[src/rtl/ille_pkg.sv]
// Shared types, codes and command/status bundles of the indexed linked list engine.
package ille_pkg;

    localparam logic [1:0] FUNC_INSERT = 2'd0;
    localparam logic [1:0] FUNC_ERASE  = 2'd1;
    localparam logic [1:0] FUNC_READ   = 2'd2;

    localparam logic [1:0] STAT_DONE  = 2'd0;
    localparam logic [1:0] STAT_RANGE = 2'd1;
    localparam logic [1:0] STAT_FULL  = 2'd2;

    typedef struct packed {
        logic [1:0]  func;
        logic [7:0]  position;
        logic [31:0] word_in;
    } req_t;

    typedef struct packed {
        logic [31:0] word_out;
        logic [1:0]  status;
        logic [7:0]  count;
    } rsp_t;

    typedef enum logic [3:0] {
        S_CLEAR,
        S_IDLE,
        S_CHECK,
        S_WALK,
        S_RD_AFTER,
        S_RD_FREE,
        S_INS_W1,
        S_INS_W2,
        S_INS_W3,
        S_ERS_RD,
        S_ERS_UNLINK,
        S_ERS_RD_FP,
        S_ERS_LINK_NEXT,
        S_ERS_LINK_PREV,
        S_READ_ELEM,
        S_FINISH
    } state_t;

    typedef enum logic [3:0] {
        OP_NONE,
        OP_CLEAR,
        OP_LOAD_REQ,
        OP_CHECK,
        OP_WALK,
        OP_RD_SLOT,
        OP_RD_FREE,
        OP_INS_UNLINK_FREE,
        OP_INS_LINK_AFTER,
        OP_INS_LINK_BEFORE,
        OP_ERS_UNLINK,
        OP_ERS_RD_FP,
        OP_ERS_LINK_NEXT,
        OP_ERS_LINK_PREV,
        OP_LOAD_RESULT
    } dp_op_t;

    typedef struct packed {
        dp_op_t op;
        logic   link_rd;
        logic   elem_rd;
    } cmd_t;

    typedef struct packed {
        logic err;
        logic is_insert;
        logic is_erase;
        logic head_insert;
        logic walk_last;
        logic clear_last;
    } sts_t;

endpackage

[src/rtl/ille_ctrl.sv]
// Sequencer of the list engine: handshakes, request flow and datapath commands.
module ille_ctrl
    import ille_pkg::*;
(
    input  logic clk,
    input  logic rst_n,
    input  logic req_valid,
    output logic req_stall,
    output logic rsp_valid,
    input  logic rsp_stall,
    input  sts_t sts,
    output cmd_t cmd
);

    state_t state_reg;
    state_t state_next;
    logic   out_valid_reg;
    logic   out_valid_next;
    logic   accept;
    logic   out_room;

    assign req_stall = (state_reg != S_IDLE);
    assign accept    = req_valid && !req_stall;
    assign out_room  = !out_valid_reg || !rsp_stall;
    assign rsp_valid = out_valid_reg;

    always_comb
    begin
        state_next = state_reg;
        unique case (state_reg)
            S_CLEAR:
            begin
                if (sts.clear_last)
                begin
                    state_next = S_IDLE;
                end
            end
            S_IDLE:
            begin
                if (accept)
                begin
                    state_next = S_CHECK;
                end
            end
            S_CHECK:
            begin
                if (sts.err)
                begin
                    state_next = S_FINISH;
                end
                else if (sts.head_insert)
                begin
                    state_next = S_RD_AFTER;
                end
                else
                begin
                    state_next = S_WALK;
                end
            end
            S_WALK:
            begin
                if (sts.walk_last)
                begin
                    if (sts.is_insert)
                    begin
                        state_next = S_RD_AFTER;
                    end
                    else if (sts.is_erase)
                    begin
                        state_next = S_ERS_RD;
                    end
                    else
                    begin
                        state_next = S_READ_ELEM;
                    end
                end
            end
            S_RD_AFTER:      state_next = S_RD_FREE;
            S_RD_FREE:       state_next = S_INS_W1;
            S_INS_W1:        state_next = S_INS_W2;
            S_INS_W2:        state_next = S_INS_W3;
            S_INS_W3:        state_next = S_FINISH;
            S_ERS_RD:        state_next = S_ERS_UNLINK;
            S_ERS_UNLINK:    state_next = S_ERS_RD_FP;
            S_ERS_RD_FP:     state_next = S_ERS_LINK_NEXT;
            S_ERS_LINK_NEXT: state_next = S_ERS_LINK_PREV;
            S_ERS_LINK_PREV: state_next = S_FINISH;
            S_READ_ELEM:     state_next = S_FINISH;
            S_FINISH:
            begin
                if (out_room)
                begin
                    state_next = S_IDLE;
                end
            end
            default:         state_next = S_CLEAR;
        endcase
    end

    always_comb
    begin
        cmd.op      = OP_NONE;
        cmd.link_rd = 1'b0;
        cmd.elem_rd = 1'b0;
        unique case (state_reg)
            S_CLEAR:
            begin
                cmd.op = OP_CLEAR;
            end
            S_IDLE:
            begin
                cmd.op = accept ? OP_LOAD_REQ : OP_NONE;
            end
            S_CHECK:
            begin
                cmd.op      = OP_CHECK;
                cmd.link_rd = 1'b1;
            end
            S_WALK:
            begin
                cmd.op      = OP_WALK;
                cmd.link_rd = !sts.walk_last;
            end
            S_RD_AFTER:
            begin
                cmd.op      = OP_RD_SLOT;
                cmd.link_rd = 1'b1;
            end
            S_RD_FREE:
            begin
                cmd.op      = OP_RD_FREE;
                cmd.link_rd = 1'b1;
            end
            S_INS_W1:        cmd.op = OP_INS_UNLINK_FREE;
            S_INS_W2:        cmd.op = OP_INS_LINK_AFTER;
            S_INS_W3:        cmd.op = OP_INS_LINK_BEFORE;
            S_ERS_RD:
            begin
                cmd.op      = OP_RD_SLOT;
                cmd.link_rd = 1'b1;
                cmd.elem_rd = 1'b1;
            end
            S_ERS_UNLINK:    cmd.op = OP_ERS_UNLINK;
            S_ERS_RD_FP:
            begin
                cmd.op      = OP_ERS_RD_FP;
                cmd.link_rd = 1'b1;
            end
            S_ERS_LINK_NEXT: cmd.op = OP_ERS_LINK_NEXT;
            S_ERS_LINK_PREV: cmd.op = OP_ERS_LINK_PREV;
            S_READ_ELEM:
            begin
                cmd.op      = OP_RD_SLOT;
                cmd.elem_rd = 1'b1;
            end
            S_FINISH:
            begin
                cmd.op = out_room ? OP_LOAD_RESULT : OP_NONE;
            end
            default:         cmd.op = OP_NONE;
        endcase
    end

    // set on a new result, drop once the word is taken
    assign out_valid_next = (cmd.op == OP_LOAD_RESULT) || (out_valid_reg && rsp_stall);

    always_ff @(posedge clk or negedge rst_n)
    begin
        if (!rst_n)
        begin
            state_reg     <= S_CLEAR;
            out_valid_reg <= 1'b0;
        end
        else
        begin
            state_reg     <= state_next;
            out_valid_reg <= out_valid_next;
        end
    end

endmodule

[config.mk]
export PLATFORM = sky130hd
export DESIGN_NAME = ille_ctrl
export DESIGN_NICKNAME = d
export VERILOG_FILES = /design/src/rtl/ille_pkg.sv /design/src/rtl/ille_ctrl.sv
export SDC_FILE = /design/constraint.sdc
export NUM_CORES = 1
export LEC_CHECK = 0
export ABC_CLOCK_PERIOD_IN_PS = 1500
export BUFFER_PORTS_ARGS = -buffer_cell sky130_fd_sc_hd__buf_4
export CAP_MARGIN = 20
export CORE_MARGIN = 2
export CORE_UTILIZATION = 40
export CTS_BUF_LIST = sky130_fd_sc_hd__clkbuf_4 sky130_fd_sc_hd__clkbuf_8 sky130_fd_sc_hd__clkbuf_16
export DETAILED_ROUTE_END_ITERATION = 8
export PLACE_DENSITY = 0.68
export SLEW_MARGIN = 5
export SYNTH_ARGS = -nofsm -noshare
export SYNTH_HDL_FRONTEND = slang
export SYNTH_SLANG_ARGS = --single-unit
[constraint.sdc]
create_clock -name clk -period 1.5 [get_ports clk]
set_input_delay 0.15 -clock clk [delete_from_list [all_inputs] [get_ports clk]]
set_output_delay 0.15 -clock clk [all_outputs]
set_load 0.02 [all_outputs]
# Word level (Yosys, flattened, before mapping)
# Index checks and enable logic that the tools add are counted.
[totals]
register_bits = 5
in_bits = 10
output_inout_bits = 8
wordCells = 51
[classes]
eq_ne = 21
mux = 14
reduce_logical = 14
[ops]
columns = ["cell", "count"]
rows = [
  ["case mux 4 bit (14 select lines)", 2],
  ["== test 4 bit, second input constant", 9],
  ["2-to-1 mux 4 bit", 7],
  ["== test 4 x 3 -> 1 bit, second input constant", 4],
  ["== test 4 x 2 -> 1 bit, second input constant", 2],
  ["inequality test 2 bit, second input constant", 4],
  ["2-to-1 mux 3 bit", 2],
  ["OR reduction 3 bit", 2],
  ["OR reduction 5 bit", 1],
  ["== test 4 x 1 -> 1 bit, second input constant", 1],
  ["zero test 1 bit", 4],
  ["zero test 4 bit", 1],
  ["inequality test 4 x 1 -> 1 bit, second input constant", 1],
  ["AND reduction 4 bit", 1],
  ["logical AND 1 bit", 2],
  ["logical OR 1 bit", 2],
  ["2-to-1 mux 2 bit", 1],
  ["case mux 1 bit (2 select lines)", 1],
  ["OR reduction 2 bit", 1],
  ["2-to-1 mux 1 bit", 1],
]

# Longest topological paths before layout
# Gate-level depths: netlist of the first run.
[logic_depth]
word_depth = 7
mapped_depth = 6

# Least setup slack after synthesis of the first run
# No wires, ideal clock.
[synth_path]
path_type = "register to output"
startpoint = "register state_reg[0]"
endpoint = "output port cmd[5] in the netlist's numbering"
t_arrival_ns = 1.451
required_time_ns = 1.350
setup_slack_ns = -0.101
path_stages_with_launch = 5
path_cell_list = "dfrtp_1 buf_2 buf_2 o21ai_0 a311oi_1"
[synth_lines]
columns = ["item", "line", "text"]
rows = [
  ["start, declared", "ille_ctrl.sv:15", "state_t state_reg;"],
  ["start signal, assigned", "ille_ctrl.sv:176", "state_reg <= state_next;"],
  ["end, declared", "ille_ctrl.sv:12", "output cmd_t cmd"],
]

==> impl_metrics.py, run 1 <==
metrics = {
    "run_status": {
        "status": "complete, but fails checks",
        "violations": "negative setup slack",
    },
    "detailed_routing": {
        "drt-total-wl_um": 2120,
        "dr_total_vias": 824,
        "drt_iter0_markers": 16,
        "drt_pass1_iterations": 5,
        "ant_nets": 0,
        "viasPerCell": 6.01,
        "post-route-drc-count": 0,
        "wl_per_cell_um": 15.5,
    },
    "setup_path": {
        "critPathRequiredTime_ps": 1350,
        "arrival_ps": 1440,
        "r2r_end": "state_reg[0]",
        "critPathMaxFanout": 5,
        "critical_path.slowest_cell": "dfrtp_2",
        "crit_path_end_kind": "primary output",
        "reg2reg_depth": 6,
        "worstReg2RegStart": "state_reg[0]",
        "timing_worst_setup_path_type": "flop to primary output",
        "r2r_slack_ps": 0,
        "cpPeakStageDelay_ps": 450,
        "critical_path.cell_chain": "buf_6 > or2_2 > o22ai_1 > a21oi_1 > buf_4",
        "setup.worst_path.start_class": "flop",
    },
    "power": {
        "p_leak_nw": 0.448,
        "peakVddDrop_mv": 1.50,
        "p_per_area_nw_per_um2": 2770,
    },
    "floorplanning": {
        "row_count": 13,
        "start_util_pct": 43.8,
        "io_pins": 18,
        "coreArea_um2": 1330,
        "die_area_um2": 1780,
        "die_y_um": 42.2,
        "fp.dieW_um": 42.2,
    },
    "grt": {
        "grt_pass1_vias": 806,
        "grt_max_degree": 12,
        "grt_usage_pct": 24.5,
        "grt_pass1_wl_um": 3350,
        "overflow": 0,
        "antenna_found_initial": 0,
    },
    "sta": {
        "setup_viol": 7,
        "finalHoldViolations": 0,
        "fmax_ghz": 0.628,
        "final.setup.worst_slack_ps": -91.6,
        "final.min_clock_period_ps": 1590,
        "fin_skew_ps": 3.36,
        "grt_setup_unrepaired": "true",
        "worst_slew_pin_slew_ps": 277,
        "relSlewSlack_pct": 81.4,
        "slew_violations": 0,
        "hold-worst-slack_ps": 237,
        "fin_crit_sh_pct": 106,
    },
    "cts": {
        "h-tree-depth": 1,
        "clkLatencyLatePin_ps": 240,
        "cts_tree": "done",
        "cts_root_buf": "clkbuf_4",
        "cts_buffers": 3,
        "cts_buffer_depth": 2,
        "clk_pin_slew_ps": 40,
        "cts.sinks": 5,
    },
    "synthesis": {
        "synth-async-reset-ratio_pct": 100,
        "syn-num-nets": 92,
        "avgSynthCellArea_um2": 7.13,
        "syn-instance-count": 82,
        "synth.cell_area_um2": 584,
        "synth_flop_cell": "dfrtp_1",
        "ys_seq_elements": 5,
        "synth_edf_count": 0,
        "yosysSeqAreaShare_pct": 21.4,
        "ys_warn_count": 0,
        "yosys.cell_types.count": 37,
    },
    "min_path": {
        "min-delay-path-class": "input pin to flop",
        "worstHoldStart": "rsp_stall",
        "hold_path_end": "rsp_valid",
        "holdPathStages": 3,
    },
    "finish": {
        "layout-drive-gt1-share_pct": 55.7,
        "nFillCells": 91,
        "diodes": 0,
        "design_area_um2": 1030,
        "areaGrowthSynthToFinish_pct": 75.8,
        "largest_reg_flops": 4,
        "finalNetCount": 133,
    },
    "placed_design": {
        "globalplace.congestion": 0.852,
        "port_buffers": 17,
        "place_area_um2": 807,
        "place_hpwl_um": 1270,
    },
    "job": {
        "maxCapViolCount": 0,
    },
}
## cell families (layout without fill, tap and decap cells)
| family | Yosys count | count (layout) | share of synthesized area [%] |
|---|---|---|---|
| flip-flops | 5 | 5 | 21.4 |
| buffers and inverters | 10 | 50 | 8.57 |
| AND/OR/NAND/NOR | 31 | 31 | 28.1 |
| AO/OA/AOI/OAI | 34 | 34 | 38.3 |
| multiplexers | 2 | 2 | 3.64 |
## report_power, final
part	total, mW	internal [mW]	switching, mW
Clock	0.172	0.118	0.0538
Combinational	2.35	1.16	1.19
Sequential	0.330	0.217	0.112
Total	2.85	1.50	1.35
## worst max-delay path by stage
| stage | slack (ps) | from | to | cells past startpoint |
|---|---|---|---|---|
| global route | -150 | state_reg[0] | cmd[1] | 5 |
| detailed placement | -20 | state_reg[3] | state_reg[0] | 4 |
| finish | -90 | state_reg[0] | cmd[2] | 5 |
| global placement | -10 | state_reg[3] | state_reg[0] | 4 |
| floorplan | 50 | state_reg[0] | cmd[5] | 4 |
| CTS | -70 | state_reg[0] | cmd[2] | 5 |
## critical path, delay by kind of cell (launching register included)
kind | cells | cell delay (ps)
DFF | 1 | 450
buffers and inverters | 2 | 320
and+or+nand+nor | 1 | 270
AOI/OAI and AO/OA | 2 | 170
## repair_timing
action / 4_1_cts / 5_1_grt
cloned: 1 / 0
hold endpoints to repair: 5 / 0
buffers inserted: 10 / 1
pin swaps: 4 / 4
setup endpoints to repair: 7 / 10
gates resized for setup: 22 / 10
hold buffers: 1 / 0
## synth_stat cells (2+ instances only)
| master | instances | area [µm²] |
|---|---|---|
| o21a_1 | 2 | 15.0 |
| o22ai_1 | 3 | 18.8 |
| a31oi_1 | 2 | 12.5 |
| o21ai_0 | 9 | 45.0 |
| or2_2 | 2 | 12.5 |
| a21oi_1 | 7 | 35.0 |
| inv_1 | 2 | 7.51 |
| nor2b_1 | 2 | 12.5 |
| nand2_1 | 9 | 33.8 |
| nor2_1 | 4 | 15.0 |
| buf_2 | 7 | 35.0 |
| nand3b_1 | 2 | 15.0 |
| dfrtp_1 | 5 | 125 |
| nor3_1 | 3 | 15.0 |
## layer usage
layer  up-vias  track usage, %  share of wire (%)
met2        34            39.7                 47
met1       387            29.1                 45
li1        393               -                  -
met4         0            17.5                2.8
met3        10            3.88                5.7
met5         -               0                  0
## cell usage in the layout (no fill, tap or decap), types with 2 or more instances in the layout
cell / netlist / final
o22ai_1: 3 / 2
nand3b_1: 2 / 2
nor3_1: 3 / 2
nand2_1: 9 / 8
clkbuf_4: 0 / 4
o21ai_1: 0 / 6
nor2b_1: 2 / 2
a31oi_1: 2 / 2
o21ai_0: 9 / 3
buf_4: 1 / 36
a21oi_1: 7 / 5
a21oi_2: 0 / 2
o21a_1: 2 / 2
nor2_1: 4 / 3
buf_6: 0 / 6
dfrtp_2: 0 / 4
or2_2: 2 / 2
## layout make-up
cell class | count | area [µm²] | area share, %
Clock buffer | 4 | 30.0 | 2.92
Inverter | 2 | 11.3 | 1.10
Multi-Input combinational cell | 67 | 484 | 47.1
Sequential cell | 5 | 130 | 12.7
Tap cell | 15 | 18.8 | 1.83
Timing Repair Buffer | 44 | 353 | 34.3
## through the flow
| step | TNS [ps] | util (%) | worst slack (ps) | power (mW) | cells |
|---|---|---|---|---|---|
| after floorplan | 0 | - | 47.5 | 1.44 | 82 |
| after global placement | -11.8 | 60.5 | -11.8 | 2.09 | 121 |
| final | -278 | 77.0 | -91.6 | 2.85 | 137 |
| after detailed placement | -15.5 | 60.5 | -15.5 | 2.10 | 121 |
| after CTS | -289 | 73.3 | -74.1 | 2.65 | 136 |
| after global routing | -752 | 77.0 | -145 | 3.03 | 137 |
No activity file was read; power rests on OpenSTA's default activity.
==> run 2, diff against run 1 <==
--- a/config.mk
+++ b/config.mk
@@ -13,6 +13,7 @@
 export CTS_BUF_LIST = sky130_fd_sc_hd__clkbuf_4 sky130_fd_sc_hd__clkbuf_8 sky130_fd_sc_hd__clkbuf_16
 export DETAILED_ROUTE_END_ITERATION = 8
 export PLACE_DENSITY = 0.68
+export SKIP_CTS_REPAIR_TIMING = 1
 export SLEW_MARGIN = 5
 export SYNTH_ARGS = -nofsm -noshare
 export SYNTH_HDL_FRONTEND = slang
==> run 2 against run 1 <==
Against the previous run: worst setup slack worse by 15 ps; largest cell class unchanged; worst hold slack better by 5.9 ps; clock power hardly changed; die area stayed put; design area is 6.1% lower; non-clock buffer count is 4 lower; combinational power is 8.5% lower; highest routed layer unchanged; global-route usage is 4.9 points lower; final cell count is 2.9% lower; the flow still finishes with violations (negative setup slack).
==> impl_metrics.py, run 2 (synthesis gave the netlist of run 1 again) <==
metrics = {
    "run_status": {
        "status": "complete, but fails checks",
        "violations": "negative setup slack",
    },
    "power": {
        "p_per_area_nw_per_um2": 2770,
        "peakVddDrop_mv": 1.77,
        "p_leak_nw": 0.426,
        "power.total_mw": 2.67,
    },
    "finish": {
        "largest_reg_flops": 4,
        "nFillCells": 112,
        "layout-drive-gt1-share_pct": 50.0,
        "layout_common_cells": "buf_4, nand2_1, o21ai_0, a21oi_1",
        "finalNetCount": 129,
        "final_common_cell": "buf_4",
        "design_area_um2": 965,
        "areaGrowthSynthToFinish_pct": 65.1,
        "diodes": 0,
    },
    "cts": {
        "cts_buffers": 3,
        "clk_pin_slew_ps": 40,
        "cts_root_buf": "clkbuf_4",
        "cts_tree": "done",
        "h-tree-depth": 1,
        "cts_buffer_depth": 2,
        "cts.sinks": 5,
        "clkLatencyLatePin_ps": 240,
    },
    "sta": {
        "slew_violations": 0,
        "worst_slew_pin_slew_ps": 451,
        "fmax_ghz": 0.622,
        "hold-worst-slack_ps": 243,
        "grt_setup_unrepaired": "true",
        "relSlewSlack_pct": 69.5,
        "fin_skew_ps": 4.35,
        "final.min_clock_period_ps": 1610,
        "fin_crit_sh_pct": 107,
        "finalHoldViolations": 0,
        "final.setup.worst_slack_ps": -107,
        "setup_viol": 7,
    },
    "setup_path": {
        "setup.worst_path.start_class": "flop",
        "critical_path.slowest_cell": "dfrtp_2",
        "timing_worst_setup_path_type": "flop to primary output",
        "critPathRequiredTime_ps": 1350,
        "cpPeakStageDelay_ps": 450,
        "arrival_ps": 1460,
        "critical_path.cell_chain": "buf_6 > or2b_1 > o21ai_1 > nand2_1 > o21ai_1 > buf_4",
        "crit_top_cell": "o21ai_1",
        "crit_path_end_kind": "primary output",
        "critPathMaxFanout": 8,
    },
    "detailed_routing": {
        "wl_per_cell_um": 14.3,
        "drt-met1-wl_um": 859,
        "drt_iter0_markers": 21,
        "drt_pass1_iterations": 4,
        "viasPerCell": 5.89,
        "wl_met2_um": 889,
        "drt-total-wl_um": 1900,
        "post-route-drc-count": 0,
        "met3_length_um": 94,
        "dr_total_vias": 783,
        "highest_layer": "met4",
        "ant_nets": 0,
    },
    "grt": {
        "grt_usage_pct": 19.7,
        "overflow": 0,
        "grt_pass1_vias": 644,
        "antenna_found_initial": 0,
        "grt_pass1_wl_um": 2700,
        "grt_max_degree": 16,
    },
    "floorplanning": {
        "die_y_um": 42.2,
        "die_area_um2": 1780,
        "coreArea_um2": 1330,
        "row_count": 13,
        "io_pins": 18,
        "start_util_pct": 43.8,
        "fp.dieW_um": 42.2,
    },
    "placed_design": {
        "place_area_um2": 807,
        "globalplace.congestion": 0.852,
        "place_hpwl_um": 1270,
        "port_buffers": 17,
    },
    "min_path": {
        "min-delay-path-class": "input pin to async pin",
    },
    "job": {
        "maxCapViolCount": 0,
    },
}
==> run 2: cell count changes in the layout (fill, tap and decap cells not counted), sizes merged <==
| cell | change |
|---|---|
| inv | +1 |
| clkinvlp | -1 |
| buf | -4 |
==> run 2: final timing paths <==
check / from / endpoint / slack [ps] / cells past startpoint
worst min-delay path: rst_n / state_reg[1] / 240 / 2
worst min register to register: rsp_valid / state_reg[1] / 680 / 2
worst max register to register: state_reg[3] / state_reg[0] / -50 / 4
min in group clk: rsp_stall / rsp_valid / 280 / 3
max in group asynchronous: rst_n / state_reg[2] / 1140 / 2
worst max-delay path: state_reg[2] / cmd[3] / -110 / 6
==> run 2: worst max-delay path: cells and delay by family (launching register included) <==
| kind | cells | cell delay, ps |
|---|---|---|
| DFF | 1 | 450 |
| buffers and inverters | 2 | 310 |
| and+or+nand+nor | 2 | 300 |
| AOI/OAI and AO/OA | 2 | 150 |
==> run 2: where the power goes <==
| group | internal [mW] | switching [mW] |
|---|---|---|
| sequential | 0.215 | 0.135 |
| clock | 0.119 | 0.0547 |
| combinational | 1.09 | 1.06 |
==> run 2: final cells by class <==
cell class	instances	area, µm²	area share (%)
multi-input cells	67	447	46.3
inverters	2	10.0	1.04
repair buffers	40	330	34.2
clock buffers	4	30.0	3.11
well taps	15	18.8	1.95
flip-flops and latches	5	129	13.4
==> run 2: per-stage QoR <==
step	utilization, %	instances	worst slack (ps)	setup TNS (ps)
floorplan	-	82	47.5	0
global placement	60.5	121	-11.8	-11.8
detailed placement	60.5	121	-15.5	-15.5
CTS	62.8	125	-166	-810
global route	72.3	133	-181	-1140
finish	72.3	133	-107	-488
==> run 2: routing by layer <==
| layer | track usage [%] | vias to the layer above |
|---|---|---|
| met5 | 0 | - |
| met4 | 13.1 | 0 |
| li1 | - | 381 |
| met2 | 30.5 | 30 |
| met3 | 1.29 | 8 |
| met1 | 25.9 | 364 |
